$ cat src/rtl/i2cm_pkg.sv
// Package with the command codes, line action codes, beat types and sequence tables.
`default_nettype none
package i2cm_pkg;

	localparam int TppW = 16;
	localparam int IdxW = 5;

	localparam logic [2:0] CMD_NONE  = 3'd0;
	localparam logic [2:0] CMD_START = 3'd1;
	localparam logic [2:0] CMD_STOP  = 3'd2;
	localparam logic [2:0] CMD_SEND  = 3'd3;
	localparam logic [2:0] CMD_RECV  = 3'd4;
	localparam logic [2:0] CMD_SACK  = 3'd5;
	localparam logic [2:0] CMD_RACK  = 3'd6;

	localparam logic [2:0] ACT_SCL0   = 3'd0;
	localparam logic [2:0] ACT_SCL1   = 3'd1;
	localparam logic [2:0] ACT_SDA0   = 3'd2;
	localparam logic [2:0] ACT_SDA1   = 3'd3;
	localparam logic [2:0] ACT_SDABIT = 3'd4;
	localparam logic [2:0] ACT_SAMPLE = 3'd5;

	localparam logic [TppW-1:0] TPP_RESET = 16'd10;

	typedef struct packed {
		logic [2:0] cmd;
		logic [7:0] tx_byte;
		logic       ack_out;
		logic       sda_in;
	} item_t;

	typedef struct packed {
		logic       scl;
		logic       sda_out;
		logic       busy_res;
		logic       done_res;
		logic [7:0] rx_byte;
		logic       ack_in;
		logic       rejected;
	} res_t;

	// Quotient by three for a five-bit value, by multiplying with 11/32.
	function automatic logic [3:0] div3(input logic [IdxW-1:0] v);
		logic [8:0] p;
		p = 9'(v) * 9'd11;
		return p[8:5];
	endfunction

	function automatic logic [IdxW-1:0] mod3(input logic [IdxW-1:0] v);
		logic [3:0] q;
		q = div3(v);
		return v - (5'(q) * 5'd3);
	endfunction

	function automatic logic [IdxW-1:0] seq_len(input logic [2:0] c);
		logic [IdxW-1:0] n;
		case (c)
			CMD_START: n = 5'd4;
			CMD_STOP:  n = 5'd3;
			CMD_SEND:  n = 5'd24;
			CMD_RECV:  n = 5'd25;
			CMD_SACK:  n = 5'd3;
			CMD_RACK:  n = 5'd4;
			default:   n = 5'd0;
		endcase
		return n;
	endfunction

	function automatic logic [2:0] act_kind(input logic [2:0] c, input logic [IdxW-1:0] idx);
		logic [2:0]      k;
		logic [IdxW-1:0] m;
		logic [IdxW-1:0] m1;
		m  = mod3(idx);
		m1 = mod3(idx - 5'd1);
		case (c)
			CMD_START: begin
				case (idx[1:0])
					2'd0:    k = ACT_SDA1;
					2'd1:    k = ACT_SCL1;
					2'd2:    k = ACT_SDA0;
					default: k = ACT_SCL0;
				endcase
			end
			CMD_STOP: begin
				if (idx == 5'd0) begin
					k = ACT_SDA0;
				end else if (idx == 5'd1) begin
					k = ACT_SCL1;
				end else begin
					k = ACT_SDA1;
				end
			end
			CMD_SEND: begin
				if (m == 5'd0) begin
					k = ACT_SDABIT;
				end else if (m == 5'd1) begin
					k = ACT_SCL1;
				end else begin
					k = ACT_SCL0;
				end
			end
			CMD_RECV: begin
				if (idx == 5'd0) begin
					k = ACT_SDA1;
				end else if (m1 == 5'd0) begin
					k = ACT_SCL1;
				end else if (m1 == 5'd1) begin
					k = ACT_SAMPLE;
				end else begin
					k = ACT_SCL0;
				end
			end
			CMD_SACK: begin
				if (idx == 5'd0) begin
					k = ACT_SDABIT;
				end else if (idx == 5'd1) begin
					k = ACT_SCL1;
				end else begin
					k = ACT_SCL0;
				end
			end
			default: begin
				case (idx[1:0])
					2'd0:    k = ACT_SDA1;
					2'd1:    k = ACT_SCL1;
					2'd2:    k = ACT_SAMPLE;
					default: k = ACT_SCL0;
				endcase
			end
		endcase
		return k;
	endfunction

endpackage
`default_nettype wire

$ cat src/rtl/i2cm_in_if.sv
// Input channel interface carrying one tick's command and line sample.
`default_nettype none
interface i2cm_in_if;
	logic       valid;
	logic       ready;
	logic [2:0] cmd;
	logic [7:0] tx_byte;
	logic       ack_out;
	logic       sda_in;

	modport source (output valid, cmd, tx_byte, ack_out, sda_in, input ready);
	modport sink (input valid, cmd, tx_byte, ack_out, sda_in, output ready);
endinterface
`default_nettype wire

$ cat src/rtl/i2cm_out_if.sv
// Result channel interface carrying line levels and status for one tick.
`default_nettype none
interface i2cm_out_if;
	logic       valid;
	logic       ready;
	logic       scl;
	logic       sda_out;
	logic       busy_res;
	logic       done_res;
	logic [7:0] rx_byte;
	logic       ack_in;
	logic       rejected;

	modport source (output valid, scl, sda_out, busy_res, done_res, rx_byte, ack_in, rejected,
		input ready);
	modport sink (input valid, scl, sda_out, busy_res, done_res, rx_byte, ack_in, rejected,
		output ready);
endinterface
`default_nettype wire

$ cat src/rtl/i2cm_cfg_if.sv
// Configuration write channel interface for the phase length register.
`default_nettype none
interface i2cm_cfg_if;
	logic        valid;
	logic        ready;
	logic [15:0] data;

	modport source (output valid, data, input ready);
	modport sink (input valid, data, output ready);
endinterface
`default_nettype wire

$ cat src/rtl/i2cm_core.sv
// Sequencer state and the per-tick next-state and result logic.
`default_nettype none
module i2cm_core
	import i2cm_pkg::*;
(
	input  wire logic            clk,
	input  wire logic            arst_n,
	input  wire logic            step,
	input  wire item_t           item,
	input  wire logic [TppW-1:0] tpp,
	output res_t                 res
);

	logic [2:0]      cmd_q, cmd_n;
	logic [IdxW-1:0] idx_q, idx_n;
	logic [TppW-1:0] hold_q, hold_n;
	logic [7:0]      shift_q, shift_n;
	logic            scl_q, scl_n;
	logic            sda_q, sda_n;
	logic            ack_q, ack_n;
	logic [7:0]      rx_q, rx_n;

	logic [TppW-1:0] hc_inc;
	logic [TppW-1:0] tpp_eff;
	logic [2:0]      kind;
	logic [2:0]      app_kind;
	logic [3:0]      rx_div;
	logic [3:0]      tx_div;
	logic [2:0]      rx_bit;
	logic [2:0]      tx_bit;
	logic            do_apply;
	logic            done;
	logic            rej;

	always_comb begin
		cmd_n    = cmd_q;
		idx_n    = idx_q;
		hold_n   = hold_q;
		shift_n  = shift_q;
		ack_n    = ack_q;
		rx_n     = rx_q;
		done     = 1'b0;
		rej      = 1'b0;
		do_apply = 1'b0;
		hc_inc   = hold_q + 16'd1;
		tpp_eff  = (tpp == '0) ? 16'd1 : tpp;
		kind     = act_kind(cmd_q, idx_q);
		rx_div   = div3(idx_q - 5'd1);
		rx_bit   = rx_div[2:0];
		if (cmd_q != CMD_NONE) begin
			rej    = (item.cmd != CMD_NONE);
			hold_n = hc_inc;
			if (hc_inc >= tpp_eff) begin
				if (kind == ACT_SAMPLE) begin
					if (cmd_q == CMD_RECV) begin
						if (item.sda_in) begin
							shift_n[3'd7 - rx_bit] = 1'b1;
						end
					end else begin
						ack_n = item.sda_in;
					end
				end
				idx_n  = idx_q + 5'd1;
				hold_n = '0;
				if (idx_n >= seq_len(cmd_q)) begin
					if (cmd_q == CMD_RECV) begin
						rx_n = shift_n;
					end
					done  = 1'b1;
					cmd_n = CMD_NONE;
					idx_n = '0;
				end else begin
					do_apply = 1'b1;
				end
			end
		end else if (item.cmd inside {[CMD_START:CMD_RACK]}) begin
			cmd_n    = item.cmd;
			idx_n    = '0;
			hold_n   = '0;
			do_apply = 1'b1;
			case (item.cmd)
				CMD_SEND: shift_n = item.tx_byte;
				CMD_SACK: shift_n = {7'd0, item.ack_out};
				default:  shift_n = '0;
			endcase
		end

		scl_n    = scl_q;
		sda_n    = sda_q;
		app_kind = act_kind(cmd_n, idx_n);
		tx_div   = div3(idx_n);
		tx_bit   = tx_div[2:0];
		if (do_apply) begin
			case (app_kind)
				ACT_SCL0: scl_n = 1'b0;
				ACT_SCL1: scl_n = 1'b1;
				ACT_SDA0: sda_n = 1'b0;
				ACT_SDA1: sda_n = 1'b1;
				ACT_SDABIT: begin
					if (cmd_n == CMD_SEND) begin
						sda_n = shift_n[3'd7 - tx_bit];
					end else begin
						sda_n = shift_n[0];
					end
				end
				default: ;
			endcase
		end

		res.scl      = scl_n;
		res.sda_out  = sda_n;
		res.busy_res = (cmd_n != CMD_NONE);
		res.done_res = done;
		res.rx_byte  = rx_n;
		res.ack_in   = ack_n;
		res.rejected = rej;
	end

	always_ff @(posedge clk or negedge arst_n) begin
		if (!arst_n) begin
			cmd_q   <= CMD_NONE;
			idx_q   <= '0;
			hold_q  <= '0;
			shift_q <= '0;
			scl_q   <= 1'b1;
			sda_q   <= 1'b1;
			ack_q   <= 1'b1;
			rx_q    <= '0;
		end else if (step) begin
			cmd_q   <= cmd_n;
			idx_q   <= idx_n;
			hold_q  <= hold_n;
			shift_q <= shift_n;
			scl_q   <= scl_n;
			sda_q   <= sda_n;
			ack_q   <= ack_n;
			rx_q    <= rx_n;
		end
	end

endmodule
`default_nettype wire

$ cat src/rtl/i2c_master_bit_engine.sv
// Top level of the I2C master bit engine with input and result registers.
// A tick beat that is accepted is held in the input register, and its result beat then in the result register.
// Throughput: one tick beat per cycle; the result register and the input
// register both advance whenever the result register is empty or being taken.
// Reset: arst_n clears the sequencer to idle with both lines released, the
// phase length to ten ticks, and empties both registers.
`default_nettype none
module i2c_master_bit_engine
	import i2cm_pkg::*;
(
	input  wire logic  clk,
	input  wire logic  arst_n,
	i2cm_in_if.sink    req,
	i2cm_out_if.source rsp,
	i2cm_cfg_if.sink   cfg
);

	item_t           item_s1;
	logic            valid_s1;
	res_t            res_q;
	logic            rsp_valid_q;
	logic [TppW-1:0] tpp_q;
	res_t            res;
	logic            adv;
	logic            step;

	assign adv       = !rsp_valid_q || rsp.ready;
	assign step      = valid_s1 && adv;
	assign req.ready = !valid_s1 || adv;
	assign cfg.ready = 1'b1;

	always_ff @(posedge clk or negedge arst_n) begin
		if (!arst_n) begin
			tpp_q <= TPP_RESET;
		end else if (cfg.valid) begin
			tpp_q <= cfg.data;
		end
	end

	always_ff @(posedge clk or negedge arst_n) begin
		if (!arst_n) begin
			valid_s1    <= 1'b0;
			rsp_valid_q <= 1'b0;
		end else begin
			if (req.valid && req.ready) begin
				valid_s1 <= 1'b1;
			end else if (adv) begin
				valid_s1 <= 1'b0;
			end
			if (adv) begin
				rsp_valid_q <= valid_s1;
			end
		end
	end

	always_ff @(posedge clk) begin
		if (req.valid && req.ready) begin
			item_s1.cmd     <= req.cmd;
			item_s1.tx_byte <= req.tx_byte;
			item_s1.ack_out <= req.ack_out;
			item_s1.sda_in  <= req.sda_in;
		end
		if (step) begin
			res_q <= res;
		end
	end

	i2cm_core u_core (
		.clk    (clk),
		.arst_n (arst_n),
		.step   (step),
		.item   (item_s1),
		.tpp    (tpp_q),
		.res    (res)
	);

	assign rsp.valid    = rsp_valid_q;
	assign rsp.scl      = res_q.scl;
	assign rsp.sda_out  = res_q.sda_out;
	assign rsp.busy_res = res_q.busy_res;
	assign rsp.done_res = res_q.done_res;
	assign rsp.rx_byte  = res_q.rx_byte;
	assign rsp.ack_in   = res_q.ack_in;
	assign rsp.rejected = res_q.rejected;

endmodule
`default_nettype wire

$ cat src/flat_wrapper.sv
// flat-port wrapper written by rule: the top's interface ports become plain ports
module i2c_master_bit_engine_flat import i2cm_pkg::*;
  (clk, arst_n, req_valid, req_cmd, req_tx_byte, req_ack_out, req_sda_in, req_ready, rsp_valid, rsp_scl, rsp_sda_out, rsp_busy_res, rsp_done_res, rsp_rx_byte, rsp_ack_in, rsp_rejected, rsp_ready, cfg_valid, cfg_data, cfg_ready);
  i2cm_in_if req_i ();
  i2cm_out_if rsp_i ();
  i2cm_cfg_if cfg_i ();
  input  wire logic clk;
  input  wire logic arst_n;
  input wire logic [$bits(req_i.valid)-1:0] req_valid;
  input wire logic [$bits(req_i.cmd)-1:0] req_cmd;
  input wire logic [$bits(req_i.tx_byte)-1:0] req_tx_byte;
  input wire logic [$bits(req_i.ack_out)-1:0] req_ack_out;
  input wire logic [$bits(req_i.sda_in)-1:0] req_sda_in;
  output wire logic [$bits(req_i.ready)-1:0] req_ready;
  output wire logic [$bits(rsp_i.valid)-1:0] rsp_valid;
  output wire logic [$bits(rsp_i.scl)-1:0] rsp_scl;
  output wire logic [$bits(rsp_i.sda_out)-1:0] rsp_sda_out;
  output wire logic [$bits(rsp_i.busy_res)-1:0] rsp_busy_res;
  output wire logic [$bits(rsp_i.done_res)-1:0] rsp_done_res;
  output wire logic [$bits(rsp_i.rx_byte)-1:0] rsp_rx_byte;
  output wire logic [$bits(rsp_i.ack_in)-1:0] rsp_ack_in;
  output wire logic [$bits(rsp_i.rejected)-1:0] rsp_rejected;
  input wire logic [$bits(rsp_i.ready)-1:0] rsp_ready;
  input wire logic [$bits(cfg_i.valid)-1:0] cfg_valid;
  input wire logic [$bits(cfg_i.data)-1:0] cfg_data;
  output wire logic [$bits(cfg_i.ready)-1:0] cfg_ready;
  assign req_i.valid = req_valid;
  assign req_i.cmd = req_cmd;
  assign req_i.tx_byte = req_tx_byte;
  assign req_i.ack_out = req_ack_out;
  assign req_i.sda_in = req_sda_in;
  assign req_ready = req_i.ready;
  assign rsp_valid = rsp_i.valid;
  assign rsp_scl = rsp_i.scl;
  assign rsp_sda_out = rsp_i.sda_out;
  assign rsp_busy_res = rsp_i.busy_res;
  assign rsp_done_res = rsp_i.done_res;
  assign rsp_rx_byte = rsp_i.rx_byte;
  assign rsp_ack_in = rsp_i.ack_in;
  assign rsp_rejected = rsp_i.rejected;
  assign rsp_i.ready = rsp_ready;
  assign cfg_i.valid = cfg_valid;
  assign cfg_i.data = cfg_data;
  assign cfg_ready = cfg_i.ready;
  i2c_master_bit_engine u_core (.clk(clk), .arst_n(arst_n), .req(req_i), .rsp(rsp_i), .cfg(cfg_i));
endmodule
$ cat config.mk
export PLATFORM = sky130hd
export DESIGN_NAME = i2c_master_bit_engine_flat
export DESIGN_NICKNAME = d
export VERILOG_FILES = /design/src/rtl/i2cm_pkg.sv /design/src/rtl/i2cm_in_if.sv /design/src/rtl/i2cm_out_if.sv /design/src/rtl/i2cm_cfg_if.sv /design/src/rtl/i2cm_core.sv /design/src/rtl/i2c_master_bit_engine.sv /design/src/flat_wrapper.sv
export SDC_FILE = /design/constraint.sdc
export NUM_CORES = 1
export LEC_CHECK = 0
export BUFFER_PORTS_ARGS = -buffer_cell sky130_fd_sc_hd__buf_2
export CORE_ASPECT_RATIO = 1.25
export CORE_UTILIZATION = 56
export CTS_CLUSTER_DIAMETER = 150
export DETAILED_ROUTE_END_ITERATION = 12
export HOLD_SLACK_MARGIN = 0.03
export PLACE_DENSITY = 0.79
export SLEW_MARGIN = 20
export SYNTH_ARGS = -nofsm -noshare
export SYNTH_HDL_FRONTEND = slang
export SYNTH_SLANG_ARGS = --single-unit
$ cat constraint.sdc
create_clock -name clk -period 8.8 [get_ports clk]
set_input_delay 0.44 -clock clk [delete_from_list [all_inputs] [get_ports clk]]
set_output_delay 0.44 -clock clk [all_outputs]
set_load 0.005 [all_outputs]
======== Word-level counts from Yosys, hierarchy flattened ========
Cells that the tools add are included.
word-level totals
  output and inout bits ................... 17
  logic and storage cells ................. 173
  bits in registers ....................... 88
cells by class
  equality and inequality tests ........... 28
  reductions and logical operators ........ 27
  $lt $le $gt $ge ......................... 7
  multiply operators ...................... 8
  mux-type cells .......................... 70
  $add $sub $neg .......................... 10
  bitwise logic cells ..................... 1
operators by type and width
  kind                                                         number
  two-way mux 8 bit                                            10
  two-way mux 16 bit                                           4
  two-way mux 3 bit                                            14
  multiplier 5 x 4 -> 9 bit (second input constant)            4
  == test 5 x 1 -> 1 bit (second input constant)               6
  logical NOT 5 bit                                            6
  two-way mux 5 bit                                            6
  case mux 3 bit (5 select lines)                              2
  == test 3 bit (second input constant)                        8
  == test 3 x 2 -> 1 bit (second input constant)               7
  multiplier 4 x 2 -> 5 bit (second input constant)            4
  two-way mux 1 bit                                            20
  case mux 5 bit (4 select lines)                              1
  subtractor 5 bit                                             4
  case mux 3 bit (3 select lines)                              2
  adder 16 x 1 -> 16 bit (second input constant)               1
  greater-or-equal comparator 16 bit                           1
  logical NOT 16 bit                                           1
  case mux 8 bit (2 select lines)                              1
  case mux 2 bit (3 select lines)                              2
  subtractor 5 x 1 -> 5 bit (second input constant)            2
  == test 3 x 1 -> 1 bit (second input constant)               3
  nonzero test 3 bit                                           3
  less-than comparator 3 x 4 -> 1 bit (second input constant)  2
  21 further kinds                                             37

======== Longest topological paths before layout ========
  word-level depth ........................ 21
  gate-level depth with buffers ........... 45

======== Cells and area by module ========
From an unflattened synthesis, not the netlist that was laid out.
second synthesis, totals
  cell total of the unflattened synthesis .. 781
  area total of the unflattened synthesis .. 7342.0 sq um
modules (own cells, without submodules)
  module                 area an instance (sq um)  cells an instance  times used
  i2cm_core              5779.3                    710                1
  i2c_master_bit_engine  1562.7                    71                 1

======== Worst setup path after synthesis ========
OpenSTA, ideal clock, no wires.
  kind .................................... register to register
  from .................................... register u_core.u_core.hold_q[0]
  to ...................................... register u_core.res_q, in the netlist u_core.rsp.scl (data pin)
  buffers on the path ..................... 2
  cell stages (with the launch flop) ...... 46
  data required time ...................... 8.538 ns
  path slack .............................. -0.398 ns
  data arrival time ....................... 8.936 ns
  path through ............................ dfrtp_1 -> ha_1 -> nand3_1 -> nor2_1 -> and3_1 -> and3_1 -> and3_1 -> nand3_1 -> xnor2_1 -> ha_1 -> nand2_1 -> or3_1 -> or4_4 -> clkbuf_1 -> a311o_1 -> and2_0 -> clkbuf_1 -> ha_1 -> (+10 left out) -> o21a_1 -> nor2_1 -> xor2_1 -> inv_1 -> fa_1 -> inv_1 -> ha_1 -> xor2_1 -> nand2_1 -> o21ai_0 -> a22oi_1 -> nor2b_1 -> nand4_1 -> a311o_1 -> o211ai_2 -> nand2_1 -> nand3_1 -> mux2_1
RTL lines
  item                    line                         source
  from (decl)             i2cm_core.sv:16              logic [TppW-1:0] hold_q, hold_n;
  from (signal assigned)  i2cm_core.sv:132             hold_q <= hold_n;
  to (signal assigned)    i2c_master_bit_engine.sv:64  res_q <= res;
  to (decl)               i2c_master_bit_engine.sv:20  res_t res_q;

==> flow_summary.ini <==
[setup_path]
worstPathRequired_ps = 9010
max_stage_delay_ps = 630
endpoint_kind = flop
critPathKind = reg -> reg
crit_slowest_cell = or4_4
crit_fanout = 8
cp.arrival_ps = 9320
cp-start-kind = flop

[synth]
ys_ff_latch = 88
ys_seq_area_share_pct = 32.77
synth-edff-count = 27
yosys-top-cells-area = dfrtp_1 (20%), ha_1 (16%), edfxtp_1 (11%)
netlist_instances = 783
yosysWarnings = 0
synth-async-reset-ratio_pct = 69.32
avgSynthCellArea_um2 = 9.134
ys_types = 70
netlist_area_mm2 = 0.007152
yosysTopAreaCell = dfrtp_1
synth_ff_type = dfrtp_1
syn-num-nets = 921
netlist.area_leader.share_pct = 19.59

[placed_design]
place.gp.congestion = 0.9404
portBuffers = 49
dp_hpwl_um = 14080

[sta]
maxSlewHeadroom_pct = 34.82
finalHoldViolations = 0
worst_pin_slew_ps = 970.3
fmax_ghz = 0.1098
final-setup-viol-count = 4
slew_viol_final = 0
rsz0062_at_grt = true
hold_ws_ps = 254.5
finalCritPeriodShare_pct = 103.5
setup_ws_ps = -310.3
fin_crit_ps = 9110
skew_ps = 7.378

[floorplanning]
initial_core_util_pct = 58.27
io_pins = 51
fp.dieW_um = 103.1
die_y_um = 128.4
rows = 45
die-area_mm2 = 0.01323
coreArea_mm2 = 0.01227

[finish]
final_core_utilization_pct = 69.74
final_common_cell = ha_1
nets = 1022
area_growth_pct = 19.68
layout_common_cells = ha_1 (86), nand2_1 (71), inv_1 (66), buf_4 (66), o21ai_0 (57)
diodes = 0
final_layout_size_suffix_gt1_share_pct = 24.30

[clock_network]
insertion_delay_ps = 350
cts_sinks = 88
clk_path_buf_depth = 2
cts_tree = done
numCtsBuffers = 9
postCtsHoldBufs = 0
clkSlewWorstSetupHoldPaths_ps = 70
clockRootBuffer = clkbuf_16
htreeDepth = 3

[global_route]
grt_pass1_vias = 6444
grt_overflow_total = 0
grt_max_degree = 62
antenna_found_initial = 0
grt_usage_pct = 29.54
grt_pass1_wl_um = 30020

[outcome]
outcome = finished with violations
violations = negative setup slack

[route]
drc_errors = 0
vias = 6396
drt-initial-drc-count = 446
wl_um = 19230
viasPerCell = 6.074
drtPass1Iterations = 5
antenna_left = 0
routedWlPerCell_um = 18.26

[min_path]
min_path_type = in -> async

[pwr]
peakVddDrop_mv = 0.1356
p_leak_nw = 4.083
p_per_area_mw_per_mm2 = 190.0

[flow_run]
maxCapViolations = 0
==> metrics by stage <==
stage | setup WS [ps] | TNS (ps) | instances | instance area (µm²) | total power [mW]
floorplan | 2.075 | 0 | 783 | 7216 | 0.9648
global placement | 51.26 | 0 | 1009 | 7841 | 1.144
global route | -592.6 | -1946 | 1053 | 8559 | 1.708
detailed placement | -235.6 | -540.5 | 1009 | 7841 | 1.175
CTS | 5.518 | 0 | 1033 | 8244 | 1.566
finish | -310.3 | -684.2 | 1053 | 8559 | 1.626
==> Yosys cell counts, drive strengths merged (6+ instances only) <==
library cell and number:
ha 92, edfxtp 27, a31oi 7, and3 16, nand4 9, nand3 28, a31o 6, a22o 13
buf 6, nand2 75, o211ai 7, mux2 20, nand2b 11, fa 12, nor3 14, clkbuf 22
nor4 10, xnor2 21, a22oi 7, dfrtp 56, o21ai 59, a21o 6, or3 9, nor2 48
and2 7, a21oi 45, xor2 16, inv 74
==> power by group <==
part | switching, mW | internal [mW] | total (mW)
combinational | 0.438 | 0.290 | 0.728
clock | 0.165 | 0.201 | 0.366
sequential | 0.0510 | 0.480 | 0.531
total | 0.654 | 0.972 | 1.63
==> critical path, delay by kind of cell (launching register included) <==
kind	cells	cell delay, ps
compound gates	6	1280
simple gates	12	2780
mux	1	220
buf+inv	8	780
xor+xnor	6	1160
fa+ha+maj	7	2250
flops	1	500
==> what timing repair did <==
item                                    CTS  global route
setup buffers                             8            20
resized for setup                        14            39
endpoints found under the setup margin    4             4
endpoints found under the hold margin     0             0
cloned                                    0             0
pin swaps                                10            11
==> worst paths after layout <==
check / start / endpoint / slack [ps] / cells after the start
setup / recovery: u_core.u_core.hold_q[2] / u_core.rsp.sda_out / -310 / 40
hold / removal: arst_n / u_core.u_core.rx_q[1] / 250 / 2
setup reg to reg: u_core.u_core.hold_q[2] / u_core.rsp.sda_out / -310 / 40
hold reg to reg: u_core.valid_s1 / u_core.rsp.valid / 510 / 1
max in group asynchronous: arst_n / u_core.u_core.hold_q[3] / 7990 / 2
min in group clk: req_tx_byte[3] / u_core.item_s1[5] / 270 / 1
==> cells by family after synthesis <==
kind of cell / share of synthesized area [%]
other: 0.05243
AOI/OAI and AO/OA: 17.11
and+or+nand+nor: 16.62
buffers and inverters: 5.546
adders and majority gates: 19.45
DFF: 32.77
xor gates and xnor gates: 5.161
muxes: 3.289
==> layout make-up <==
cell class	instances	area, µm²
inverter	74	285.3
multi-input combinational	593	4667
tap	164	205.2
fill	965	3715
sequential	88	2345
timing repair buffer	118	774.5
clock buffer	11	242.7
clock inverter	5	40.04
==> flip-flops by register name, summed over array words and instances, names as in the netlist, 3 cells and up <==
| signal | cells |
|---|---|
| u_core.rsp.rx_byte | 8 |
| u_core.u_core.idx_q | 5 |
| u_core.u_core.hold_q | 16 |
| u_core.item_s1 | 13 |
| u_core.u_core.rx_q | 8 |
| u_core.u_core.shift_q | 8 |
| u_core.u_core.cmd_q | 3 |
| u_core.tpp_q | 16 |
==> layer usage <==
layer | track usage (%) | part of all wire [%] | vias up
met5 | 0 | 0 | -
met2 | 52.90 | 53 | 238
met1 | 32.97 | 38 | 3083
met4 | 16.57 | 4.8 | 0
met3 | 4.617 | 4.6 | 80
li1 | - | - | 2995
(Power assumes the default switching activity.)
